--- src/hdl/amgs_pkg.sv ---
// amgs_pkg: shared types and constants of the adjacency matrix graph store
// payload structs for the request and response channels, command and csr codes
// no dependencies
package amgs_pkg;

   localparam int VERTEX_BITS    = 5;
   localparam int COMMAND_BITS   = 3;
   localparam int VALUE_BITS     = 13;
   localparam int EDGE_MODE_BITS = 2;
   localparam int CSR_INDEX_BITS = 1;
   localparam int CSR_DATA_BITS  = 5;

   localparam logic [VALUE_BITS-1:0] VALUE_MAX = 13'h1fff;

   localparam logic [COMMAND_BITS-1:0] CMD_CLEAR     = 3'd0;
   localparam logic [COMMAND_BITS-1:0] CMD_ADD_EDGE  = 3'd1;
   localparam logic [COMMAND_BITS-1:0] CMD_ADJACENT  = 3'd2;
   localparam logic [COMMAND_BITS-1:0] CMD_DEGREE    = 3'd3;
   localparam logic [COMMAND_BITS-1:0] CMD_IN_OUT    = 3'd4;
   localparam logic [COMMAND_BITS-1:0] CMD_IN_DEG    = 3'd5;
   localparam logic [COMMAND_BITS-1:0] CMD_OUT_DEG   = 3'd6;
   localparam logic [COMMAND_BITS-1:0] CMD_NEIGHBORS = 3'd7;

   localparam logic [EDGE_MODE_BITS-1:0] MODE_SET_SYM    = 2'd0;
   localparam logic [EDGE_MODE_BITS-1:0] MODE_SET_DIR    = 2'd1;
   localparam logic [EDGE_MODE_BITS-1:0] MODE_INC_UNDIR  = 2'd2;
   localparam logic [EDGE_MODE_BITS-1:0] MODE_INC_DIR    = 2'd3;

   localparam logic [CSR_INDEX_BITS-1:0] CSR_VERTEX_COUNT = 1'd0;
   localparam logic [CSR_INDEX_BITS-1:0] CSR_EDGE_MODE    = 1'd1;

   localparam logic [VERTEX_BITS-1:0]    VERTEX_COUNT_RESET = 5'd16;
   localparam logic [EDGE_MODE_BITS-1:0] EDGE_MODE_RESET    = MODE_INC_UNDIR;

   typedef struct packed {
      logic [COMMAND_BITS-1:0] command;
      logic [VERTEX_BITS-1:0]  row_vertex;
      logic [VERTEX_BITS-1:0]  column_vertex;
   } req_payload_type;

   typedef struct packed {
      logic [VALUE_BITS-1:0] value;
      logic                  last;
      logic                  empty_res;
      logic                  error;
   } rsp_payload_type;

endpackage

--- src/hdl/amgs_stream_if.sv ---
// amgs_stream_if: valid/ready channel carrying one payload per transfer
// payload type is a parameter, normally a struct from amgs_pkg
interface amgs_stream_if #(
   parameter type payload_type = logic
);
   logic        valid;
   logic        ready;
   payload_type payload;

   modport source (output valid, output payload, input ready);
   modport sink   (input valid, input payload, output ready);
endinterface

--- src/hdl/amgs_count_ram.sv ---
// amgs_count_ram: single write port, single read port memory of edge counts
// read data registered, valid in the cycle after the read address; no dependencies
module amgs_count_ram #(
   parameter int ADDR_W = 8,
   parameter int DATA_W = 8
) (
   input  logic              clock,
   input  logic              wr_en,
   input  logic [ADDR_W-1:0] wr_addr,
   input  logic [DATA_W-1:0] wr_data,
   input  logic [ADDR_W-1:0] rd_addr,
   output logic [DATA_W-1:0] rd_data
);
   localparam int DEPTH = 1 << ADDR_W;

   logic [DATA_W-1:0] mem [DEPTH];
   logic [DATA_W-1:0] rd_data_ff;

   always_ff @(posedge clock) begin
      if (wr_en) begin
         mem[wr_addr] <= wr_data;
      end
      rd_data_ff <= mem[rd_addr];
   end

   assign rd_data = rd_data_ff;
endmodule

--- src/hdl/adjacency_matrix_graph_store_core.sv ---
// adjacency_matrix_graph_store_core: edge-count matrix with edge updates and queries
// uses amgs_pkg, amgs_stream_if and amgs_count_ram
//
// usage
//  req_chan carries command, row_vertex and column_vertex; rsp_chan returns value,
//  last, empty_res and error. csr_write_enable with csr_index 0 writes vertex_count,
//  index 1 writes edge_mode; write only while no command is in flight.
//  one command is handled at a time; every command gives at least one response,
//  the final one with last set. neighbour listings give one response per neighbour.
// sequencing (n = active vertex count)
//  add edge reads and writes its entry, then the mirrored one in modes 0 and 2
//  when the vertices differ; adjacency reads one entry; scans read n entries, 2n
//  for in plus out. clear sweeps all 2^(2*clog2(MAX_VERTICES)) entries (256 by
//  default), one a cycle. single read port: one entry per cycle unless stalled.
// reset
//  runs the same sweep over the memory with req_chan.ready low; csr writes are
//  taken during the sweep. registers return to 16 and mode 2.
// stalls
//  a response waits in an output register while the next command is taken;
//  a neighbour scan holds in place when it finds a further neighbour while the receiver withholds ready.
module adjacency_matrix_graph_store_core #(
   parameter int MAX_VERTICES = 16,
   parameter int COUNT_BITS   = 8
) (
   input  logic                                   clock,
   input  logic                                   reset,
   amgs_stream_if.sink                            req_chan,
   amgs_stream_if.source                          rsp_chan,
   input  logic                                   csr_write_enable,
   input  logic [amgs_pkg::CSR_INDEX_BITS-1:0]    csr_index,
   input  logic [amgs_pkg::CSR_DATA_BITS-1:0]     csr_write_data
);
   localparam int IDX_W  = $clog2(MAX_VERTICES);
   localparam int ADDR_W = 2 * IDX_W;
   localparam int CNT_W  = $clog2(MAX_VERTICES + 1);
   localparam int VW     = amgs_pkg::VERTEX_BITS;
   localparam int CMP_W  = (CNT_W > VW) ? CNT_W : VW;
   localparam int VB     = amgs_pkg::VALUE_BITS;
   localparam int SUM_W  = ((COUNT_BITS + 1 > VB) ? COUNT_BITS + 1 : VB) + 1;

   localparam logic [COUNT_BITS-1:0] COUNT_MAX = {COUNT_BITS{1'b1}};
   localparam logic [ADDR_W-1:0]     ADDR_LAST = {ADDR_W{1'b1}};

   localparam logic [2:0] ST_IDLE    = 3'd0;
   localparam logic [2:0] ST_CLEAR   = 3'd1;
   localparam logic [2:0] ST_EDGE_RD = 3'd2;
   localparam logic [2:0] ST_EDGE_WR = 3'd3;
   localparam logic [2:0] ST_ADJ_RD  = 3'd4;
   localparam logic [2:0] ST_ADJ_CHK = 3'd5;
   localparam logic [2:0] ST_SCAN    = 3'd6;
   localparam logic [2:0] ST_EMIT    = 3'd7;

   // control state
   logic [2:0]                            state_ff, state_in;
   logic [ADDR_W-1:0]                     clr_addr_ff, clr_addr_in;
   logic                                  clear_reply_ff, clear_reply_in;
   logic                                  second_ff, second_in;
   logic                                  col_pass_ff, col_pass_in;
   logic [CNT_W-1:0]                      idx_ff, idx_in;
   logic                                  issued_ff, issued_in;
   logic                                  pend_valid_ff, pend_valid_in;
   logic                                  rsp_valid_ff, rsp_valid_in;
   logic [VW-1:0]                         vertex_count_ff, vertex_count_in;
   logic [amgs_pkg::EDGE_MODE_BITS-1:0]   edge_mode_ff, edge_mode_in;

   // item payload
   logic [amgs_pkg::COMMAND_BITS-1:0]     cmd_ff, cmd_in;
   logic [IDX_W-1:0]                      r_ff, r_in;
   logic [IDX_W-1:0]                      c_ff, c_in;
   logic [IDX_W-1:0]                      didx_ff, didx_in;
   logic [IDX_W-1:0]                      pend_idx_ff, pend_idx_in;
   logic [VB-1:0]                         acc_ff, acc_in;
   logic [VB-1:0]                         res_value_ff, res_value_in;
   logic                                  res_empty_ff, res_empty_in;
   logic                                  res_error_ff, res_error_in;
   amgs_pkg::rsp_payload_type             rsp_data_ff, rsp_data_in;

   // memory port
   logic                    wr_en;
   logic [ADDR_W-1:0]       wr_addr;
   logic [COUNT_BITS-1:0]   wr_data;
   logic [ADDR_W-1:0]       rd_addr;
   logic [COUNT_BITS-1:0]   rd_data;

   // decode
   logic [CMP_W-1:0]        active_n;
   logic [CMP_W-1:0]        row_ext, col_ext;
   logic                    row_ok, col_ok, need_col;
   logic                    req_fire, out_free;
   logic                    nbr_cmd, stall, consume, scan_more, dbl;
   logic [SUM_W-1:0]        sum;
   logic [ADDR_W-1:0]       edge_addr, scan_addr, held_addr;
   logic                    edge_again;

   amgs_count_ram #(
      .ADDR_W (ADDR_W),
      .DATA_W (COUNT_BITS)
   ) u_ram (
      .clock   (clock),
      .wr_en   (wr_en),
      .wr_addr (wr_addr),
      .wr_data (wr_data),
      .rd_addr (rd_addr),
      .rd_data (rd_data)
   );

   always_comb begin
      active_n = (CMP_W'(vertex_count_ff) > CMP_W'(MAX_VERTICES))
               ? CMP_W'(MAX_VERTICES) : CMP_W'(vertex_count_ff);
      row_ext  = CMP_W'(req_chan.payload.row_vertex);
      col_ext  = CMP_W'(req_chan.payload.column_vertex);
      row_ok   = (row_ext != '0) && (row_ext <= active_n);
      col_ok   = (col_ext != '0) && (col_ext <= active_n);
      need_col = (req_chan.payload.command == amgs_pkg::CMD_ADD_EDGE)
              || (req_chan.payload.command == amgs_pkg::CMD_ADJACENT);
   end

   assign req_chan.ready   = (state_ff == ST_IDLE);
   assign req_fire         = req_chan.valid && req_chan.ready;
   assign out_free         = !rsp_valid_ff || rsp_chan.ready;
   assign rsp_chan.valid   = rsp_valid_ff;
   assign rsp_chan.payload = rsp_data_ff;

   // scan datapath
   always_comb begin
      nbr_cmd   = (cmd_ff == amgs_pkg::CMD_NEIGHBORS);
      stall     = (state_ff == ST_SCAN) && issued_ff && nbr_cmd
               && (rd_data != '0) && pend_valid_ff && !out_free;
      consume   = (state_ff == ST_SCAN) && issued_ff && !stall;
      scan_more = CMP_W'(idx_ff) < active_n;
      dbl       = (cmd_ff == amgs_pkg::CMD_DEGREE) && !col_pass_ff && (didx_ff == r_ff);
      sum       = SUM_W'(acc_ff) + SUM_W'(rd_data) + (dbl ? SUM_W'(rd_data) : '0);
      scan_addr = col_pass_ff ? {idx_ff[IDX_W-1:0], r_ff} : {r_ff, idx_ff[IDX_W-1:0]};
      held_addr = col_pass_ff ? {didx_ff, r_ff} : {r_ff, didx_ff};
      edge_addr = second_ff ? {c_ff, r_ff} : {r_ff, c_ff};
      edge_again = !second_ff && (r_ff != c_ff)
                && ((edge_mode_ff == amgs_pkg::MODE_SET_SYM)
                 || (edge_mode_ff == amgs_pkg::MODE_INC_UNDIR));
   end

   always_comb begin
      state_in       = state_ff;
      clr_addr_in    = clr_addr_ff;
      clear_reply_in = clear_reply_ff;
      second_in      = second_ff;
      col_pass_in    = col_pass_ff;
      idx_in         = idx_ff;
      issued_in      = issued_ff;
      pend_valid_in  = pend_valid_ff;
      cmd_in         = cmd_ff;
      r_in           = r_ff;
      c_in           = c_ff;
      didx_in        = didx_ff;
      pend_idx_in    = pend_idx_ff;
      acc_in         = acc_ff;
      res_value_in   = res_value_ff;
      res_empty_in   = res_empty_ff;
      res_error_in   = res_error_ff;
      rsp_valid_in   = rsp_valid_ff && !rsp_chan.ready;
      rsp_data_in    = rsp_data_ff;
      wr_en          = 1'b0;
      wr_addr        = edge_addr;
      wr_data        = '0;
      rd_addr        = edge_addr;

      unique case (state_ff)
         ST_IDLE: begin
            if (req_fire) begin
               cmd_in       = req_chan.payload.command;
               r_in         = IDX_W'(row_ext - CMP_W'(1));
               c_in         = IDX_W'(col_ext - CMP_W'(1));
               res_value_in = '0;
               res_empty_in = 1'b0;
               res_error_in = 1'b0;
               second_in    = 1'b0;
               idx_in       = '0;
               issued_in    = 1'b0;
               acc_in       = '0;
               pend_valid_in = 1'b0;
               col_pass_in  = (req_chan.payload.command == amgs_pkg::CMD_IN_DEG);
               priority if (req_chan.payload.command == amgs_pkg::CMD_CLEAR) begin
                  clr_addr_in    = '0;
                  clear_reply_in = 1'b1;
                  state_in       = ST_CLEAR;
               end else if (!row_ok || (need_col && !col_ok)) begin
                  res_error_in = 1'b1;
                  state_in     = ST_EMIT;
               end else if (req_chan.payload.command == amgs_pkg::CMD_ADD_EDGE) begin
                  state_in = ST_EDGE_RD;
               end else if (req_chan.payload.command == amgs_pkg::CMD_ADJACENT) begin
                  state_in = ST_ADJ_RD;
               end else begin
                  state_in = ST_SCAN;
               end
            end
         end
         ST_CLEAR: begin
            wr_en       = 1'b1;
            wr_addr     = clr_addr_ff;
            wr_data     = '0;
            clr_addr_in = clr_addr_ff + ADDR_W'(1);
            if (clr_addr_ff == ADDR_LAST) begin
               state_in       = clear_reply_ff ? ST_EMIT : ST_IDLE;
               clear_reply_in = 1'b0;
            end
         end
         ST_EDGE_RD: begin
            state_in = ST_EDGE_WR;
         end
         ST_EDGE_WR: begin
            wr_en = 1'b1;
            if ((edge_mode_ff == amgs_pkg::MODE_SET_SYM)
                || (edge_mode_ff == amgs_pkg::MODE_SET_DIR)) begin
               wr_data = COUNT_BITS'(1);
            end else begin
               wr_data = (rd_data == COUNT_MAX) ? rd_data : rd_data + COUNT_BITS'(1);
            end
            if (edge_again) begin
               second_in = 1'b1;
               state_in  = ST_EDGE_RD;
            end else begin
               state_in  = ST_EMIT;
            end
         end
         ST_ADJ_RD: begin
            state_in = ST_ADJ_CHK;
         end
         ST_ADJ_CHK: begin
            res_value_in = VB'(rd_data != '0);
            state_in     = ST_EMIT;
         end
         ST_SCAN: begin
            rd_addr = stall ? held_addr : scan_addr;
            if (consume) begin
               if (nbr_cmd) begin
                  if (rd_data != '0) begin
                     if (pend_valid_ff) begin
                        // earlier neighbour is not the last one
                        rsp_valid_in            = 1'b1;
                        rsp_data_in.value       = VB'(pend_idx_ff) + VB'(1);
                        rsp_data_in.last        = 1'b0;
                        rsp_data_in.empty_res   = 1'b0;
                        rsp_data_in.error       = 1'b0;
                     end
                     pend_valid_in = 1'b1;
                     pend_idx_in   = didx_ff;
                  end
               end else begin
                  acc_in = (sum > SUM_W'(amgs_pkg::VALUE_MAX)) ? amgs_pkg::VALUE_MAX : VB'(sum);
               end
            end
            if (!stall) begin
               if (scan_more) begin
                  didx_in   = idx_ff[IDX_W-1:0];
                  idx_in    = idx_ff + CNT_W'(1);
                  issued_in = 1'b1;
               end else begin
                  issued_in = 1'b0;
               end
            end
            if (!issued_ff && !scan_more) begin
               if ((cmd_ff == amgs_pkg::CMD_IN_OUT) && !col_pass_ff) begin
                  col_pass_in = 1'b1;
                  idx_in      = '0;
               end else begin
                  if (nbr_cmd) begin
                     res_value_in = pend_valid_ff ? VB'(pend_idx_ff) + VB'(1) : '0;
                     res_empty_in = !pend_valid_ff;
                  end else begin
                     res_value_in = acc_ff;
                  end
                  state_in = ST_EMIT;
               end
            end
         end
         ST_EMIT: begin
            if (out_free) begin
               rsp_valid_in          = 1'b1;
               rsp_data_in.value     = res_value_ff;
               rsp_data_in.last      = 1'b1;
               rsp_data_in.empty_res = res_empty_ff;
               rsp_data_in.error     = res_error_ff;
               state_in              = ST_IDLE;
            end
         end
         default: begin
            state_in = ST_IDLE;
         end
      endcase
   end

   always_comb begin
      vertex_count_in = vertex_count_ff;
      edge_mode_in    = edge_mode_ff;
      if (csr_write_enable) begin
         unique case (csr_index)
            amgs_pkg::CSR_VERTEX_COUNT: vertex_count_in = csr_write_data;
            amgs_pkg::CSR_EDGE_MODE:    edge_mode_in = csr_write_data[amgs_pkg::EDGE_MODE_BITS-1:0];
            default: ;
         endcase
      end
   end

   always_ff @(posedge clock) begin
      if (reset) begin
         state_ff        <= ST_CLEAR;
         clr_addr_ff     <= '0;
         clear_reply_ff  <= 1'b0;
         second_ff       <= 1'b0;
         col_pass_ff     <= 1'b0;
         idx_ff          <= '0;
         issued_ff       <= 1'b0;
         pend_valid_ff   <= 1'b0;
         rsp_valid_ff    <= 1'b0;
         vertex_count_ff <= amgs_pkg::VERTEX_COUNT_RESET;
         edge_mode_ff    <= amgs_pkg::EDGE_MODE_RESET;
      end else begin
         state_ff        <= state_in;
         clr_addr_ff     <= clr_addr_in;
         clear_reply_ff  <= clear_reply_in;
         second_ff       <= second_in;
         col_pass_ff     <= col_pass_in;
         idx_ff          <= idx_in;
         issued_ff       <= issued_in;
         pend_valid_ff   <= pend_valid_in;
         rsp_valid_ff    <= rsp_valid_in;
         vertex_count_ff <= vertex_count_in;
         edge_mode_ff    <= edge_mode_in;
      end
   end

   always_ff @(posedge clock) begin
      cmd_ff       <= cmd_in;
      r_ff         <= r_in;
      c_ff         <= c_in;
      didx_ff      <= didx_in;
      pend_idx_ff  <= pend_idx_in;
      acc_ff       <= acc_in;
      res_value_ff <= res_value_in;
      res_empty_ff <= res_empty_in;
      res_error_ff <= res_error_in;
      rsp_data_ff  <= rsp_data_in;
   end
endmodule

--- src/flat_wrapper.sv ---
// flat-port wrapper written by rule: the top's interface ports become plain ports
module adjacency_matrix_graph_store_core_flat import amgs_pkg::*;
#(
   parameter int MAX_VERTICES = 16,
   parameter int COUNT_BITS   = 8
)
  (clock, reset, csr_write_enable, csr_index, csr_write_data, req_chan_valid, req_chan_payload, req_chan_ready, rsp_chan_valid, rsp_chan_payload, rsp_chan_ready);
  amgs_stream_if #(.payload_type(req_payload_type)) req_chan_i ();
  amgs_stream_if #(.payload_type(rsp_payload_type)) rsp_chan_i ();
  input  logic clock;
  input  logic reset;
  input  logic csr_write_enable;
  input  logic [amgs_pkg::CSR_INDEX_BITS-1:0] csr_index;
  input  logic [amgs_pkg::CSR_DATA_BITS-1:0] csr_write_data;
  input wire logic [$bits(req_chan_i.valid)-1:0] req_chan_valid;
  input wire logic [$bits(req_chan_i.payload)-1:0] req_chan_payload;
  output wire logic [$bits(req_chan_i.ready)-1:0] req_chan_ready;
  output wire logic [$bits(rsp_chan_i.valid)-1:0] rsp_chan_valid;
  output wire logic [$bits(rsp_chan_i.payload)-1:0] rsp_chan_payload;
  input wire logic [$bits(rsp_chan_i.ready)-1:0] rsp_chan_ready;
  assign req_chan_i.valid = req_chan_valid;
  assign req_chan_i.payload = req_chan_payload;
  assign req_chan_ready = req_chan_i.ready;
  assign rsp_chan_valid = rsp_chan_i.valid;
  assign rsp_chan_payload = rsp_chan_i.payload;
  assign rsp_chan_i.ready = rsp_chan_ready;
  adjacency_matrix_graph_store_core #(.MAX_VERTICES(MAX_VERTICES), .COUNT_BITS(COUNT_BITS)) u_core (.clock(clock), .reset(reset), .req_chan(req_chan_i), .rsp_chan(rsp_chan_i), .csr_write_enable(csr_write_enable), .csr_index(csr_index), .csr_write_data(csr_write_data));
endmodule
--- config.mk ---
export PLATFORM = sky130hd
export DESIGN_NAME = adjacency_matrix_graph_store_core_flat
export DESIGN_NICKNAME = d
export VERILOG_FILES = /design/src/hdl/amgs_pkg.sv /design/src/hdl/amgs_stream_if.sv /design/src/hdl/amgs_count_ram.sv /design/src/hdl/adjacency_matrix_graph_store_core.sv /design/src/flat_wrapper.sv
export SDC_FILE = /design/constraint.sdc
export NUM_CORES = 2
export LEC_CHECK = 0
export BUFFER_PORTS_ARGS = -buffer_cell sky130_fd_sc_hd__buf_2
export CAP_MARGIN = 10
export CORE_ASPECT_RATIO = 1.2
export CORE_MARGIN = 2
export CORE_UTILIZATION = 40
export DETAILED_ROUTE_END_ITERATION = 10
export GPL_ROUTABILITY_DRIVEN = 0
export PLACE_DENSITY = 0.56
export SLEW_MARGIN = 40
export SYNTH_ARGS = -nofsm -noshare
export SYNTH_HDL_FRONTEND = slang
export SYNTH_SLANG_ARGS = --single-unit
--- constraint.sdc ---
create_clock -name clock -period 25.9 [get_ports clock]
set_input_delay 1.295 -clock clock [delete_from_list [all_inputs] [get_ports clock]]
set_output_delay 1.295 -clock clock [all_outputs]
set_load 0.01 [all_outputs]
==> summary.md <==
| Metric | Value |
|---|---|
| Buffer and inverter count on the worst path | 4 |
| Standby leakage power | 29.7 nW |
| Number of I/O pins | 42 |
| Max Fanout on Critical Path | 64 |
| Slew Limit Headroom | 0.395 |
| Die area | 216000 sq um |
| Routed Antenna Nets | 0 |
| Fin. Hold Viols | 0 |
| Final critical delay including setup and external delays | 6870 ps |
| Wire length of the first global-routing pass | 333000 um |
| Filler cells | 17845 |
| FF/Latch Area | 64100 sq um |
| Count of flip-flops with a built-in enable after synthesis | 2111 |
| Data arrival time at the worst-slack endpoint | 7570 ps |
| Critical Path, Cell by Cell | and3b_1 -> and2_1 -> a21boi_2 -> nor2_4 -> buf_4 -> buf_6 -> buf_12 -> buf_16 -> mux4_2 -> a22oi_1 -> o211ai_1 -> a211oi_1 -> nor4_1 |
| CTS Root Buffer Type | clkbuf_16 |
| F_max | 145 MHz |
| Number of nets at the end of the flow | 4468 |
| Combinational group share of total power | 0.245 |
| Maximum number of pins on one net before global-route repair | 190 |
| Global Route Usage Sum | 0.218 |
| Internal portion of total power | 6.46 mW |
| Number of buffers inserted by hold repair at cts | 0 |
| HPWL reported at the end of detailed placement | 143000 um |
| Clock transition time at the flip-flop clock pins of the worst setup and hold paths | 60 ps |
| Number of vias in the routed layout | 43032 |
| Final WL | 235000 um |
| Syn avg cell area | 19.9 sq um |
| Worst reg-to-reg setup slack | 19030 ps |
| Layout cells sized above 1 | 0.261 |
| NetSw | 2.93 mW |
| Synth Register Bits | 2148 |
| Leading cell types in the layout, fill and taps excluded | edfxtp_1 (2111), mux4_2 (501), nand2_1 (220), clkbuf_16 (204), nor2_1 (178) |
| Count of buffers added by post-CTS timing repair for setup | 0 |
| Crit. End Element | flip-flop |
| Number of H-tree branching levels | 4 |
| Share of flip-flops with an asynchronous set or reset | 0 |
| Run status | complete, no violations |
| Gate count of the mapped netlist | 4268 |
| Standard cell core area | 211000 sq um |
| Number of vias per cell | 5.83 |
| Highest ir drop seen on vdd | 75.3 uV |
| Port bufs | 41 |
| Remaining global-route overflow | 0 |
| Relative contribution of sequential cells to total power | 0.447 |
| Cell area power density | 98.2 nW/um^2 |
| Antenna violations before repair | 6 |
| Pins Over Slew Limit | 0 |
| Detailed Routing Iterations Pass 1 | 7 |
| Cell area after placement | 88800 sq um |
| Number of warning messages in the yosys log | 0 |
| Launching element type of the critical path | flip-flop |
| Worst-margin pin slew | 906 ps |
| Number of global-route vias before repair | 43409 |
| Initial standard-cell utilization of the core | 0.402 |
| Maximum cell stage delay along the critical path | 760 ps |
| Setup repair after global routing missed its margin | false |
| Post_cts resized | 0 |
| TritonCTS clock tree | done |
| Type of the worst setup path | reg2reg |
| Clock net sink count | 2148 |
| Post-detailed-route DRC marker count | 0 |
| Die height | 509 um |
| Std-Cell Rows | 185 |
| Primary flip-flop cell chosen by synthesis mapping | edfxtp_1 |
| CTS buffer count | 201 |
| DR iter-0 viols | 4299 |
| Area of the mapped netlist | 84900 sq um |
| # setup viols final | 0 |
| Max Root-Sink Buffers | 3 |
| Later-pin clock latency in the skew report | 850 ps |
| Share of total power in the clock network | 0.308 |
| Design Area, Final | 95600 sq um |
| Post-synth cell types | 87 |
| Wirelength per Cell | 31.9 um |
| Switching part of the total power | 0.312 |
| Area growth from synthesis to layout | 12.6% |
| Synthesized net count | 4332 |
| Commonest non-fill, non-tap cell in the layout | edfxtp_1 |
| Portion of the post-synthesis area used by sequential elements | 0.755 |
| Final sum of negative setup slack | 0 ps |
| Slowest CP cell | dfxtp_1 |
| Fin Clk Skew | 35.7 ps |
| Cell family with most CP delay | buffers and inverters |
| Required time of the critical path | 26590 ps |
| Number of maximum-capacitance constraint violations | 0 |
| Die boundary width | 425 um |
| Area taken by multi-input logic gates | 20100 sq um |
| Final period util | 0.265 |
| Tightest Hold Check Type | reg2reg |
[registers in the layout, summed over array words and instances (netlist names), 5 cells and up]
signal	cells
u_core.u_ram.mem	2048
u_core.rsp_chan.payload	16
u_core.acc_ff	13
u_core.res_value_ff	13
u_core.clr_addr_ff	8
u_core.u_ram.rd_data	8
u_core.idx_ff	5
u_core.vertex_count_ff	5
[routing by layer]
layer	vias up	global-route usage	wire length [um]
met5	-	0	23
met4	4	0.0906	9520
met3	368	0.0377	15500
met2	1634	0.358	117000
met1	23164	0.287	93400
li1	17862	-	-
[cell usage after synthesis (4+ instances only)]
master     count  area (sq um)
edfxtp_1    2111         63400
a21o_1        19           143
buf_1          4          15.0
nor2_1       350          1310
o21bai_1       6          45.0
xnor2_1       10          87.6
a221oi_1       8          70.1
nor2b_1       13          81.3
buf_4         54           405
a22oi_1      132           991
ha_1          39           488
and2_1        18           113
o21a_1         7          52.6
clkbuf_1      76           285
mux2i_1       40           400
buf_2         79           395
nand2_1      232           871
dfxtp_1       37           741
nor4_1        30           188
o21ai_0       34           170
inv_1         23          86.3
a22o_1        19           166
nor3_1        26           130
and3_1        14          87.6
nor4_2         4          50.1
nand2b_1       5          31.3
a31oi_1       12          75.1
a211oi_1      12          90.1
a21oi_1      102           510
o2111ai_1      7          61.3
nand3_1       51           255
a2111oi_0      4          35.0
or3_1          9          56.3
o22ai_1       17           106
o211ai_1       7          52.6
mux4_2       501         11300
buf_6         16           180
xor2_1        21           184
nor4_4        10           213
nand4_1       32           200
a211o_1        6          52.6
[logic make-up after synthesis]
kind of cell             Yosys count  share of synthesized area
AO/OA/AOI/OAI                    429                     0.0361
XOR/XNOR                          31                    0.00320
adder cells (fa/ha/maj)           40                    0.00598
buffers and inverters            256                     0.0167
flip-flops                      2148                      0.755
multiplexers                     543                      0.138
AND/OR/NAND/NOR                  821                     0.0449
[stage by stage]
step           setup WS, ps   util  hold WS [ps]  std cells  power (mW)
3_5_place_dp          18550  0.420           495       7001        6.56
3_3_place_gp          18450  0.418           475       6994        6.51
2_1_floorplan         13010      -           436       4268        5.66
4_1_cts               18720  0.450           503       7373        9.42
5_1_grt               18560  0.452           538       7379        9.67
6_report              19030  0.452           494       7379        9.39
[cell type report]
type	count	share of cell area
Timing Repair Buffer	166	0.0149
Multi-Input combinational cell	1864	0.210
Inverter	23	0.000903
Antenna cell	1	0.0000262
Clock inverter	116	0.0109
Sequential cell	2148	0.671
Clock buffer	256	0.0557
Tap cell	2805	0.0367
[power by group through the flow]
| stage | Sequential [mW] | Combinational, mW | Clock (mW) |
|---|---|---|---|
| final | 4.20 | 2.30 | 2.90 |
| after global routing | 4.20 | 2.40 | 3.06 |
| after CTS | 4.20 | 2.29 | 2.94 |
| after detailed placement | 4.27 | 2.28 | 0 |
| after global placement | 4.27 | 2.24 | 0 |
| after floorplan | 4.32 | 1.34 | 0 |
[worst register-to-register path: stages, from the launching register on]
cell and delay [ps]:
dfxtp_1 760, and3b_1 760, and2_1 500, a21boi_2 140, nor2_4 330, buf_4 670
buf_6 580, buf_12 340, buf_16 440, mux4_2 670, a22oi_1 510, o211ai_1 320
a211oi_1 570, nor4_1 130
[path summary, 6_finish.rpt]
| check | startpoint | end | depth (start not counted) |
|---|---|---|---|
| max reg2reg | u_core.state_ff[1] | u_core.u_ram.rd_data[4] | 13 |
| max | u_core.state_ff[1] | u_core.u_ram.rd_data[4] | 13 |
| min reg2reg | u_core.idx_ff[4] | u_core.idx_ff[4] | 2 |
| min | u_core.idx_ff[4] | u_core.idx_ff[4] | 2 |
Power figures use the tool's default switching activity.
